$ cat config.mk
export PLATFORM = sky130hd
export DESIGN_NAME = stick_filter_deadzone_mapper
export DESIGN_NICKNAME = d
export VERILOG_FILES = /design/src/rtl/core/sfdm_pkg.sv /design/src/rtl/core/stick_filter_deadzone_mapper.sv /design/src/rtl/core/sfdm_divider.sv
export SDC_FILE = /design/constraint.sdc
export NUM_CORES = 2
export LEC_CHECK = 0
export BUFFER_PORTS_ARGS = -buffer_cell sky130_fd_sc_hd__buf_2
export CAP_MARGIN = 30
export CORE_MARGIN = 5
export CORE_UTILIZATION = 66
export CTS_BUF_LIST = sky130_fd_sc_hd__clkbuf_8 sky130_fd_sc_hd__clkbuf_16
export DETAILED_ROUTE_END_ITERATION = 7
export PLACE_DENSITY = 0.83
export SETUP_SLACK_MARGIN = 0.3
export SYNTH_ARGS = -nofsm -noshare
export SYNTH_HDL_FRONTEND = slang
export SYNTH_SLANG_ARGS = --single-unit
$ cat constraint.sdc
create_clock -name clk -period 8.1 [get_ports clk]
set_input_delay 0.81 -clock clk [delete_from_list [all_inputs] [get_ports clk]]
set_output_delay 0.81 -clock clk [all_outputs]
set_load 0.01 [all_outputs]
$ cat src/rtl/core/sfdm_pkg.sv
`timescale 1ns / 1ps
`default_nettype none
// ----------------------------------------------------------------------------
// sfdm_pkg: shared constants and types for the stick filter / dead zone mapper
// Widths follow from the sample width; the divider request travels as a struct.
// ----------------------------------------------------------------------------
package sfdm_pkg;

  localparam int SAMPLE_BITS = 12;
  localparam int DEAD_BITS   = 12;
  localparam int SMOOTH_BITS = 7;
  localparam int VALUE_BITS  = 16;
  localparam int FRAC_BITS   = 8;

  // filter accumulator (fixed point, FRAC_BITS fraction) and its weighted sum
  localparam int ACC_W = SAMPLE_BITS + FRAC_BITS;
  localparam int NUM_W = ACC_W + SMOOTH_BITS;
  // rounded smoothed sample, one bit wider than the raw sample
  localparam int SM_W  = SAMPLE_BITS + 1;
  localparam int WMAX  = (SAMPLE_BITS > DEAD_BITS) ? SAMPLE_BITS : DEAD_BITS;
  // signed band edges and spans
  localparam int SP_W  = WMAX + 2;
  localparam int XW    = SAMPLE_BITS + 2;
  localparam int OD_W  = VALUE_BITS + 1;
  localparam int PR_W  = XW + OD_W;
  localparam int PM_W  = SAMPLE_BITS + VALUE_BITS;
  localparam int V_W   = PM_W + 2;

  // shared divider, two quotient bits per cycle
  localparam int DIV_N     = (PM_W > NUM_W) ? PM_W : NUM_W;
  localparam int DIV_STEPS = (DIV_N + 1) / 2;
  localparam int DIV_QW    = 2 * DIV_STEPS;
  localparam int DIV_D     = WMAX + 1;
  localparam int CNT_W     = $clog2(DIV_STEPS + 1);

  localparam int CFG_IDX_W   = 3;
  localparam int CFG_DATA_W  = 16;
  localparam int IN_TDATA_W  = ((SAMPLE_BITS + 7) / 8) * 8;
  localparam int OUT_TDATA_W = ((VALUE_BITS + SAMPLE_BITS + 7) / 8) * 8;

  localparam logic [SMOOTH_BITS-1:0] SMOOTH_MAX = SMOOTH_BITS'(99);
  localparam logic [SMOOTH_BITS-1:0] PCT_FULL   = SMOOTH_BITS'(100);
  localparam logic [NUM_W-1:0]       ROUND_PCT  = NUM_W'(50);
  localparam logic [ACC_W:0]         ROUND_ACC  = (ACC_W + 1)'(1 << (FRAC_BITS - 1));
  localparam logic [ACC_W-1:0]       ACC_MAX    =
    ACC_W'(((1 << SAMPLE_BITS) - 1) << FRAC_BITS);

  localparam logic [CFG_IDX_W-1:0] CFG_RAW_MIN    = 3'd0;
  localparam logic [CFG_IDX_W-1:0] CFG_RAW_CENTER = 3'd1;
  localparam logic [CFG_IDX_W-1:0] CFG_RAW_MAX    = 3'd2;
  localparam logic [CFG_IDX_W-1:0] CFG_OUT_MIN    = 3'd3;
  localparam logic [CFG_IDX_W-1:0] CFG_OUT_CENTER = 3'd4;
  localparam logic [CFG_IDX_W-1:0] CFG_OUT_MAX    = 3'd5;
  localparam logic [CFG_IDX_W-1:0] CFG_DEAD_BAND  = 3'd6;
  localparam logic [CFG_IDX_W-1:0] CFG_SMOOTHING  = 3'd7;

  typedef struct packed {
    logic              start;
    logic [DIV_QW-1:0] dividend;
    logic [DIV_D-1:0]  divisor;
  } div_req_t;

endpackage
`default_nettype wire

$ cat src/rtl/core/stick_filter_deadzone_mapper.sv
`timescale 1ns / 1ps
`default_nettype none
// ----------------------------------------------------------------------------
// stick_filter_deadzone_mapper: stick axis smoothing, dead zone and mapping
// One raw sample in, one mapped signed stick value out per item.
// ----------------------------------------------------------------------------
// One item at a time: a sample passes MULA, MULB, DIVF and SEL, then goes to
// DONE straight away when the smoothed sample lies inside the dead band or the
// half range has zero width, else through MULM, DIVS and DIVM. The sequencer
// is back in idle as the result is registered and takes the next sample there.
// The shared divider yields two quotient bits per cycle and runs once for the
// percent filter and, on the MULM path, once for the linear map. The result
// sits in an output register, so the next sample is taken while it waits; a
// further result is held back until that register frees. Configuration writes
// take effect at once and belong to idle periods only.
module stick_filter_deadzone_mapper (
  input  logic                                 clk,
  input  logic                                 rst_n,
  // in_tdata: raw_sample [11:0], zero pad above
  input  logic                                 in_tvalid,
  output logic                                 in_tready,
  input  logic [sfdm_pkg::IN_TDATA_W-1:0]      in_tdata,
  // out_tdata: stick_value [15:0], raw_echo [27:16], zero pad above
  output logic                                 out_tvalid,
  input  logic                                 out_tready,
  output logic [sfdm_pkg::OUT_TDATA_W-1:0]     out_tdata,
  input  logic                                 cfg_wen,
  input  logic [sfdm_pkg::CFG_IDX_W-1:0]       cfg_index,
  input  logic [sfdm_pkg::CFG_DATA_W-1:0]      cfg_data
);
  import sfdm_pkg::*;

  typedef enum logic [3:0] {
    S_IDLE, S_MULA, S_MULB, S_DIVF, S_SEL, S_MULM, S_DIVS, S_DIVM, S_DONE
  } state_t;

  // configuration
  logic        [SAMPLE_BITS-1:0] raw_min_r, raw_center_r, raw_max_r;
  logic signed [VALUE_BITS-1:0]  out_min_r, out_center_r, out_max_r;
  logic        [DEAD_BITS-1:0]   dead_band_r;
  logic        [SMOOTH_BITS-1:0] smoothing_r;

  // item path
  state_t                        state_r;
  logic        [SAMPLE_BITS-1:0] sample_r;
  logic        [ACC_W-1:0]       acc_r;
  logic        [NUM_W-1:0]       num_r;
  logic signed [XW-1:0]          x_r;
  logic signed [OD_W-1:0]        b_r;
  logic signed [SP_W-1:0]        den_r;
  logic signed [VALUE_BITS-1:0]  base_r, lo_r, hi_r;
  logic signed [PR_W-1:0]        prod_r;
  logic                          neg_r;
  logic signed [V_W-1:0]         v_r;
  div_req_t                      div_req_r;
  logic                          out_valid_r;
  logic        [VALUE_BITS-1:0]  out_value_r;
  logic        [SAMPLE_BITS-1:0] out_echo_r;

  logic                          div_done;
  logic        [DIV_QW-1:0]      div_quo;

  sfdm_divider u_div (
    .clk      (clk),
    .rst_n    (rst_n),
    .req      (div_req_r),
    .done     (div_done),
    .quotient (div_quo)
  );

  // ---------------- configuration registers ----------------
  always_ff @(posedge clk) begin
    if (!rst_n) begin
      raw_min_r    <= '0;
      raw_center_r <= SAMPLE_BITS'(2048);
      raw_max_r    <= SAMPLE_BITS'(4095);
      out_min_r    <= -VALUE_BITS'(500);
      out_center_r <= '0;
      out_max_r    <= VALUE_BITS'(500);
      dead_band_r  <= '0;
      smoothing_r  <= SMOOTH_BITS'(30);
    end else if (cfg_wen) begin
      unique case (cfg_index)
        CFG_RAW_MIN:    raw_min_r    <= cfg_data[SAMPLE_BITS-1:0];
        CFG_RAW_CENTER: raw_center_r <= cfg_data[SAMPLE_BITS-1:0];
        CFG_RAW_MAX:    raw_max_r    <= cfg_data[SAMPLE_BITS-1:0];
        CFG_OUT_MIN:    out_min_r    <= $signed(cfg_data[VALUE_BITS-1:0]);
        CFG_OUT_CENTER: out_center_r <= $signed(cfg_data[VALUE_BITS-1:0]);
        CFG_OUT_MAX:    out_max_r    <= $signed(cfg_data[VALUE_BITS-1:0]);
        CFG_DEAD_BAND:  dead_band_r  <= cfg_data[DEAD_BITS-1:0];
        CFG_SMOOTHING:  smoothing_r  <= cfg_data[SMOOTH_BITS-1:0];
        default: ;
      endcase
    end
  end

  // ---------------- filter arithmetic ----------------
  logic [SMOOTH_BITS-1:0] k_w, kc_w;
  logic [NUM_W-1:0]       mul_old, mul_new, num_sum;
  logic [ACC_W:0]         acc_rnd;
  logic [SM_W-1:0]        s_w;

  assign k_w     = (smoothing_r > SMOOTH_MAX) ? SMOOTH_MAX : smoothing_r;
  assign kc_w    = PCT_FULL - k_w;
  assign mul_old = NUM_W'(k_w) * NUM_W'(acc_r);
  assign mul_new = NUM_W'(kc_w) * NUM_W'({sample_r, {FRAC_BITS{1'b0}}});
  assign num_sum = num_r + mul_new + ROUND_PCT;
  assign acc_rnd = {1'b0, acc_r} + ROUND_ACC;
  assign s_w     = acc_rnd[ACC_W:FRAC_BITS];

  // ---------------- band selection ----------------
  logic signed [SP_W-1:0] s_sx, hi_start, lo_end, rmin_sx, rmax_sx;
  logic signed [SP_W-1:0] den_hi, den_lo;
  logic                   above, below;

  assign s_sx     = $signed(SP_W'(s_w));
  assign rmin_sx  = $signed(SP_W'(raw_min_r));
  assign rmax_sx  = $signed(SP_W'(raw_max_r));
  assign hi_start = $signed(SP_W'(raw_center_r)) + $signed(SP_W'(dead_band_r));
  assign lo_end   = $signed(SP_W'(raw_center_r)) - $signed(SP_W'(dead_band_r));
  assign above    = s_sx > hi_start;
  assign below    = s_sx < lo_end;
  assign den_hi   = rmax_sx - hi_start;
  assign den_lo   = lo_end - rmin_sx;

  // ---------------- map arithmetic ----------------
  logic signed [PR_W-1:0]   prod_abs;
  logic signed [SP_W-1:0]   den_abs;
  logic        [PM_W-1:0]   q_mag;
  logic signed [PM_W:0]     q_s;
  logic signed [V_W-1:0]    v_map, lo_x, hi_x;
  logic        [VALUE_BITS-1:0] clamp_w;
  logic                     out_free;

  assign prod_abs = prod_r[PR_W-1] ? -prod_r : prod_r;
  assign den_abs  = den_r[SP_W-1] ? -den_r : den_r;
  assign q_mag    = div_quo[PM_W-1:0];
  assign q_s      = neg_r ? -$signed({1'b0, q_mag}) : $signed({1'b0, q_mag});
  assign v_map    = V_W'(q_s) + V_W'(base_r);
  assign lo_x     = V_W'(lo_r);
  assign hi_x     = V_W'(hi_r);

  // lower bound is checked first; with inverted bounds a value below it gets lo_r, any other gets hi_r
  always_comb begin
    if (v_r < lo_x) begin
      clamp_w = lo_r;
    end else if (v_r > hi_x) begin
      clamp_w = hi_r;
    end else begin
      clamp_w = v_r[VALUE_BITS-1:0];
    end
  end

  assign out_free = !out_valid_r || out_tready;

  // ---------------- sequencer ----------------
  always_ff @(posedge clk) begin
    if (!rst_n) begin
      state_r         <= S_IDLE;
      acc_r           <= '0;
      out_valid_r     <= 1'b0;
      div_req_r.start <= 1'b0;
    end else begin
      div_req_r.start <= (state_r == S_MULB) || (state_r == S_DIVS);
      if (state_r == S_DONE && out_free) begin
        out_valid_r <= 1'b1;
      end else if (out_tready) begin
        out_valid_r <= 1'b0;
      end
      unique case (state_r)
        S_IDLE: begin
          if (in_tvalid) begin
            sample_r <= in_tdata[SAMPLE_BITS-1:0];
            state_r  <= S_MULA;
          end
        end
        S_MULA: begin
          num_r   <= mul_old;
          state_r <= S_MULB;
        end
        S_MULB: begin
          div_req_r.dividend <= DIV_QW'(num_sum);
          div_req_r.divisor  <= DIV_D'(PCT_FULL);
          state_r            <= S_DIVF;
        end
        S_DIVF: begin
          if (div_done) begin
            acc_r   <= div_quo[ACC_W-1:0];
            state_r <= S_SEL;
          end
        end
        S_SEL: begin
          if (above) begin
            x_r    <= XW'(s_sx - hi_start);
            b_r    <= OD_W'(out_max_r) - OD_W'(out_center_r);
            den_r  <= den_hi;
            base_r <= out_center_r;
            lo_r   <= out_center_r;
            hi_r   <= out_max_r;
            v_r    <= V_W'(out_max_r);
            state_r <= (den_hi == '0) ? S_DONE : S_MULM;
          end else if (below) begin
            x_r    <= XW'(s_sx - rmin_sx);
            b_r    <= OD_W'(out_center_r) - OD_W'(out_min_r);
            den_r  <= den_lo;
            base_r <= out_min_r;
            lo_r   <= out_min_r;
            hi_r   <= out_center_r;
            v_r    <= V_W'(out_min_r);
            state_r <= (den_lo == '0) ? S_DONE : S_MULM;
          end else begin
            lo_r    <= out_center_r;
            hi_r    <= out_center_r;
            v_r     <= V_W'(out_center_r);
            state_r <= S_DONE;
          end
        end
        S_MULM: begin
          prod_r  <= PR_W'(x_r) * PR_W'(b_r);
          state_r <= S_DIVS;
        end
        S_DIVS: begin
          div_req_r.dividend <= DIV_QW'(prod_abs[PM_W-1:0]);
          div_req_r.divisor  <= den_abs[DIV_D-1:0];
          neg_r              <= prod_r[PR_W-1] ^ den_r[SP_W-1];
          state_r            <= S_DIVM;
        end
        S_DIVM: begin
          if (div_done) begin
            v_r     <= v_map;
            state_r <= S_DONE;
          end
        end
        S_DONE: begin
          if (out_free) begin
            out_value_r <= clamp_w;
            out_echo_r  <= sample_r;
            state_r     <= S_IDLE;
          end
        end
        default: state_r <= S_IDLE;
      endcase
    end
  end

  assign in_tready  = (state_r == S_IDLE);
  assign out_tvalid = out_valid_r;
  assign out_tdata  = OUT_TDATA_W'({out_echo_r, out_value_r});

  // ---------------- checks ----------------
  a_acc_bound: assert property (@(posedge clk) disable iff (!rst_n)
    acc_r <= ACC_MAX)
    else $error("filter accumulator above full-scale sample");

  a_div_owner: assert property (@(posedge clk) disable iff (!rst_n)
    div_done |-> (state_r == S_DIVF || state_r == S_DIVM))
    else $error("divider finished while sequencer not waiting on it");

  a_one_item: assert property (@(posedge clk) disable iff (!rst_n)
    (in_tvalid && in_tready) |=> !in_tready)
    else $error("second item taken while one is in flight");

endmodule
`default_nettype wire

$ cat src/rtl/core/sfdm_divider.sv
`timescale 1ns / 1ps
`default_nettype none
// ----------------------------------------------------------------------------
// sfdm_divider: unsigned restoring divider
// Shifts the dividend out two bits per cycle; quotient bits shift in behind.
// ----------------------------------------------------------------------------
module sfdm_divider (
  input  logic                          clk,
  input  logic                          rst_n,
  input  sfdm_pkg::div_req_t            req,
  output logic                          done,
  output logic [sfdm_pkg::DIV_QW-1:0]   quotient
);
  import sfdm_pkg::*;

  logic [DIV_QW-1:0] work_r, work_nxt;
  logic [DIV_D-1:0]  rem_r, rem_nxt;
  logic [DIV_D-1:0]  dvs_r;
  logic [CNT_W-1:0]  cnt_r;
  logic              busy_r;
  logic              done_r;

  always_comb begin
    logic [DIV_D:0] trial;
    work_nxt = work_r;
    rem_nxt  = rem_r;
    for (int i = 0; i < 2; i++) begin
      trial    = {rem_nxt, work_nxt[DIV_QW-1]};
      work_nxt = {work_nxt[DIV_QW-2:0], 1'b0};
      if (trial >= {1'b0, dvs_r}) begin
        rem_nxt     = DIV_D'(trial - {1'b0, dvs_r});
        work_nxt[0] = 1'b1;
      end else begin
        rem_nxt = trial[DIV_D-1:0];
      end
    end
  end

  always_ff @(posedge clk) begin
    if (!rst_n) begin
      busy_r <= 1'b0;
      done_r <= 1'b0;
      cnt_r  <= '0;
    end else begin
      done_r <= 1'b0;
      if (req.start) begin
        busy_r <= 1'b1;
        cnt_r  <= CNT_W'(DIV_STEPS);
      end else if (busy_r) begin
        cnt_r <= cnt_r - 1'b1;
        if (cnt_r == CNT_W'(1)) begin
          busy_r <= 1'b0;
          done_r <= 1'b1;
        end
      end
    end
  end

  always_ff @(posedge clk) begin
    if (req.start) begin
      work_r <= req.dividend;
      rem_r  <= '0;
      dvs_r  <= req.divisor;
    end else if (busy_r) begin
      work_r <= work_nxt;
      rem_r  <= rem_nxt;
    end
  end

  assign done     = done_r;
  assign quotient = work_r;

endmodule
`default_nettype wire
==> results.cfg <==
[place]
hpwl_um = 87800
dp_slack_ns = 0.399
portBuffers = 65
dp.cells = 5534
place_congestion = 0.967

[cells_and_area]
multi_input_area_mm2 = 0.0296
ff_latch_area_mm2 = 0.0120
fin_util = 0.704
fill_cells = 4958
fin_nets = 5549
fin_cells = 5634
drive_above_1_share = 0.0606
syn_to_final_growth_pct = 6.31

[detailed_routing]
drtAntennaViolNets = 0
wl_per_cell_um = 20.1
viasPerCell = 6.11
drt-pass1-iter-count = 6
vias = 34400
wirelength_um = 113000
drt_first_iter_violations = 3135
route.detailed.drc = 0

[logic_synthesis]
syn_area_per_cell_um2 = 9.31
yosys.area.top_type_share = 0.205
synthTopCellsByCount = nand2_1 (685), inv_1 (512), ha_1 (414), fa_1 (380), edfxtp_1 (302)
yosysWarnings = 0
synth.distinct_cells = 77
yosysMostFrequentCell = nand2_1
ys_ff_latch = 450
synth_edf_count = 302
synthFlopType = edfxtp_1
yosys.area.top_type = edfxtp_1
yosys-top-cells-area = edfxtp_1 (21%), fa_1 (17%), ha_1 (12%), dfxtp_1 (6.7%), nand2_1 (5.8%)
ys_seq_area_frac = 0.272
syn_area_mm2 = 0.0442
async_flop_share = 0
netlist_instances = 4750

[global_route]
grt_use_total = 0.314
grt_pass1_vias = 34500
antenna_found_initial = 6
grt_first_pass_wirelength_um = 181000
grt_max_degree = 118
overflow = 0

[clocking]
cts_resized = 0
h-tree-depth = 2
cts_tree = built
clock_latency_ns = 0.62
clockRootBuffer = clkbuf_16
cts.sinks = 450
post_cts_buffers = 0
clock_path_buffers = 3
path_clk_slew_ns = 0.07
hold_buffers = 0
cts_made_buffers = 51

[die]
initial_core_util = 0.662
dieArea_mm2 = 0.0723
coreArea_mm2 = 0.0668
num_rows = 95
die_y_um = 269
ios = 74
die_x_um = 269

[power_and_ir_drop]
p_leak_nw = 20.8
powerDensity_mw_per_mm2 = 171
ir_drop_mv = 0.253

[sta]
tightest_slew_ns = 1.07
drv_slew = 0
min_period_ns = 7.40
finalCritPeriodShare = 0.913
finClkSkew_ns = 0.0381
fmax_mhz = 135
fin_hold_ws_ns = 0.340
rsz0062_at_grt = no
relSlewSlack = 0.287
setup_viol_count_final = 0
final.setup.worst_slack_ns = 0.704
setup_tns_ns = 0
finalHoldViolations = 0

[setup_path]
crit_path_end_kind = register
cp-startpoint = smoothing_r[2]
setup.worst_path.class = reg2reg
critical-path-slowest-cell = fa_1
path_max_fanout = 12
r2r_start = smoothing_r[2]
start_kind = register
worstPathArrival_ns = 7.87
required_ns = 8.57
cpPeakStageDelay_ns = 0.55

[worst_hold_path]
hold_class = in2reg
worstHoldStart = in_tdata[5]

[run_status]
run_status = finished clean

[job]
drv_cap = 0
[sequential cells by signal, indices dropped and copies added (netlist names), 16 cells and up]
name / count
div_req_r: 42
prod_r: 29
out_min_r: 16
base_r: 16
u_div.quotient: 28
acc_r: 20
out_center_r: 16
out_max_r: 16
v_r: 30
num_r: 27
hi_r: 16
b_r: 17
out_value_r: 16
lo_r: 16
[cell families (layout without fill, tap and decap cells)]
logic type / Yosys count / after routing / share of synthesized area
buffers and inverters: 711 / 714 / 0.0614
XOR/XNOR: 296 / 296 / 0.0589
AND/OR/NAND/NOR: 1507 / 1507 / 0.160
multiplexers: 122 / 122 / 0.0291
other: 1 / 9 / 0.0000848
flip-flops: 450 / 450 / 0.272
adder cells (fa/ha/maj): 794 / 794 / 0.289
AO/OA/AOI/OAI: 869 / 869 / 0.129
[critical path, delay by kind of cell, from the launching register on]
kind / cells / cell delay (ns)
simple gates: 6 / 1.20
xor+xnor: 2 / 0.50
compound gates: 9 / 1.61
fa+ha+maj: 7 / 3.00
buf+inv: 5 / 0.50
flops: 1 / 0.42
[layout make-up]
cell class              instances  share of cell area
diodes                          5            0.000266
clock buffers                  57              0.0289
clock inverters                37             0.00681
inverters                     512              0.0409
multi-input cells            3592               0.629
flip-flops and latches        450               0.256
well taps                     873              0.0232
repair buffers                108              0.0150
[worst paths after layout]
path / slack (ns) / cells after the start / endpoint
hold reg to reg: 0.41 / 0 / u_div.dvs_r[10]
setup / recovery: 0.70 / 29 / div_req_r[39]
hold / removal: 0.34 / 1 / sample_r[5]
setup reg to reg: 0.70 / 29 / div_req_r[39]
[report_power, final]
group,internal [mW],switching [mW]
Combinational,1.31,1.69
Clock,1.31,1.00
Sequential,2.63,0.0860
[cells in the final DEF, fill, tap and decap left out, types with 30 or more instances in the layout]
| master | count |
|---|---|
| a211oi_1 | 37 |
| a21boi_0 | 105 |
| a21o_1 | 81 |
| a21oi_1 | 205 |
| and2_1 | 188 |
| and3_1 | 38 |
| buf_2 | 65 |
| buf_4 | 35 |
| clkbuf_16 | 51 |
| dfxtp_1 | 146 |
| edfxtp_1 | 302 |
| fa_1 | 380 |
| ha_1 | 413 |
| inv_1 | 523 |
| mux2_2 | 53 |
| mux2i_1 | 68 |
| nand2_1 | 684 |
| nand2b_1 | 54 |
| nand3_1 | 101 |
| nor2_1 | 207 |
| nor2b_1 | 44 |
| nor3_1 | 62 |
| o21a_1 | 37 |
| o21ai_0 | 187 |
| o31ai_1 | 30 |
| or3_1 | 34 |
| xnor2_1 | 204 |
| xor2_1 | 90 |
[layer usage]
metal	track usage	part of all wire	vias to the layer above
met5	0	0.00035	-
met4	0.130	0.047	6
met3	0.0638	0.091	303
met2	0.512	0.46	1405
met1	0.415	0.40	16700
li1	-	-	16000
[through the flow]
| step | area, um2 | total power [mW] |
|---|---|---|
| after detailed placement | 45300 | 5.71 |
| after floorplan | 44200 | 5.10 |
| after global placement | 45200 | 5.62 |
| after global routing | 47000 | 8.48 |
| final | 47000 | 8.03 |
| after CTS | 47000 | 8.03 |
(Power assumes the default switching activity.)
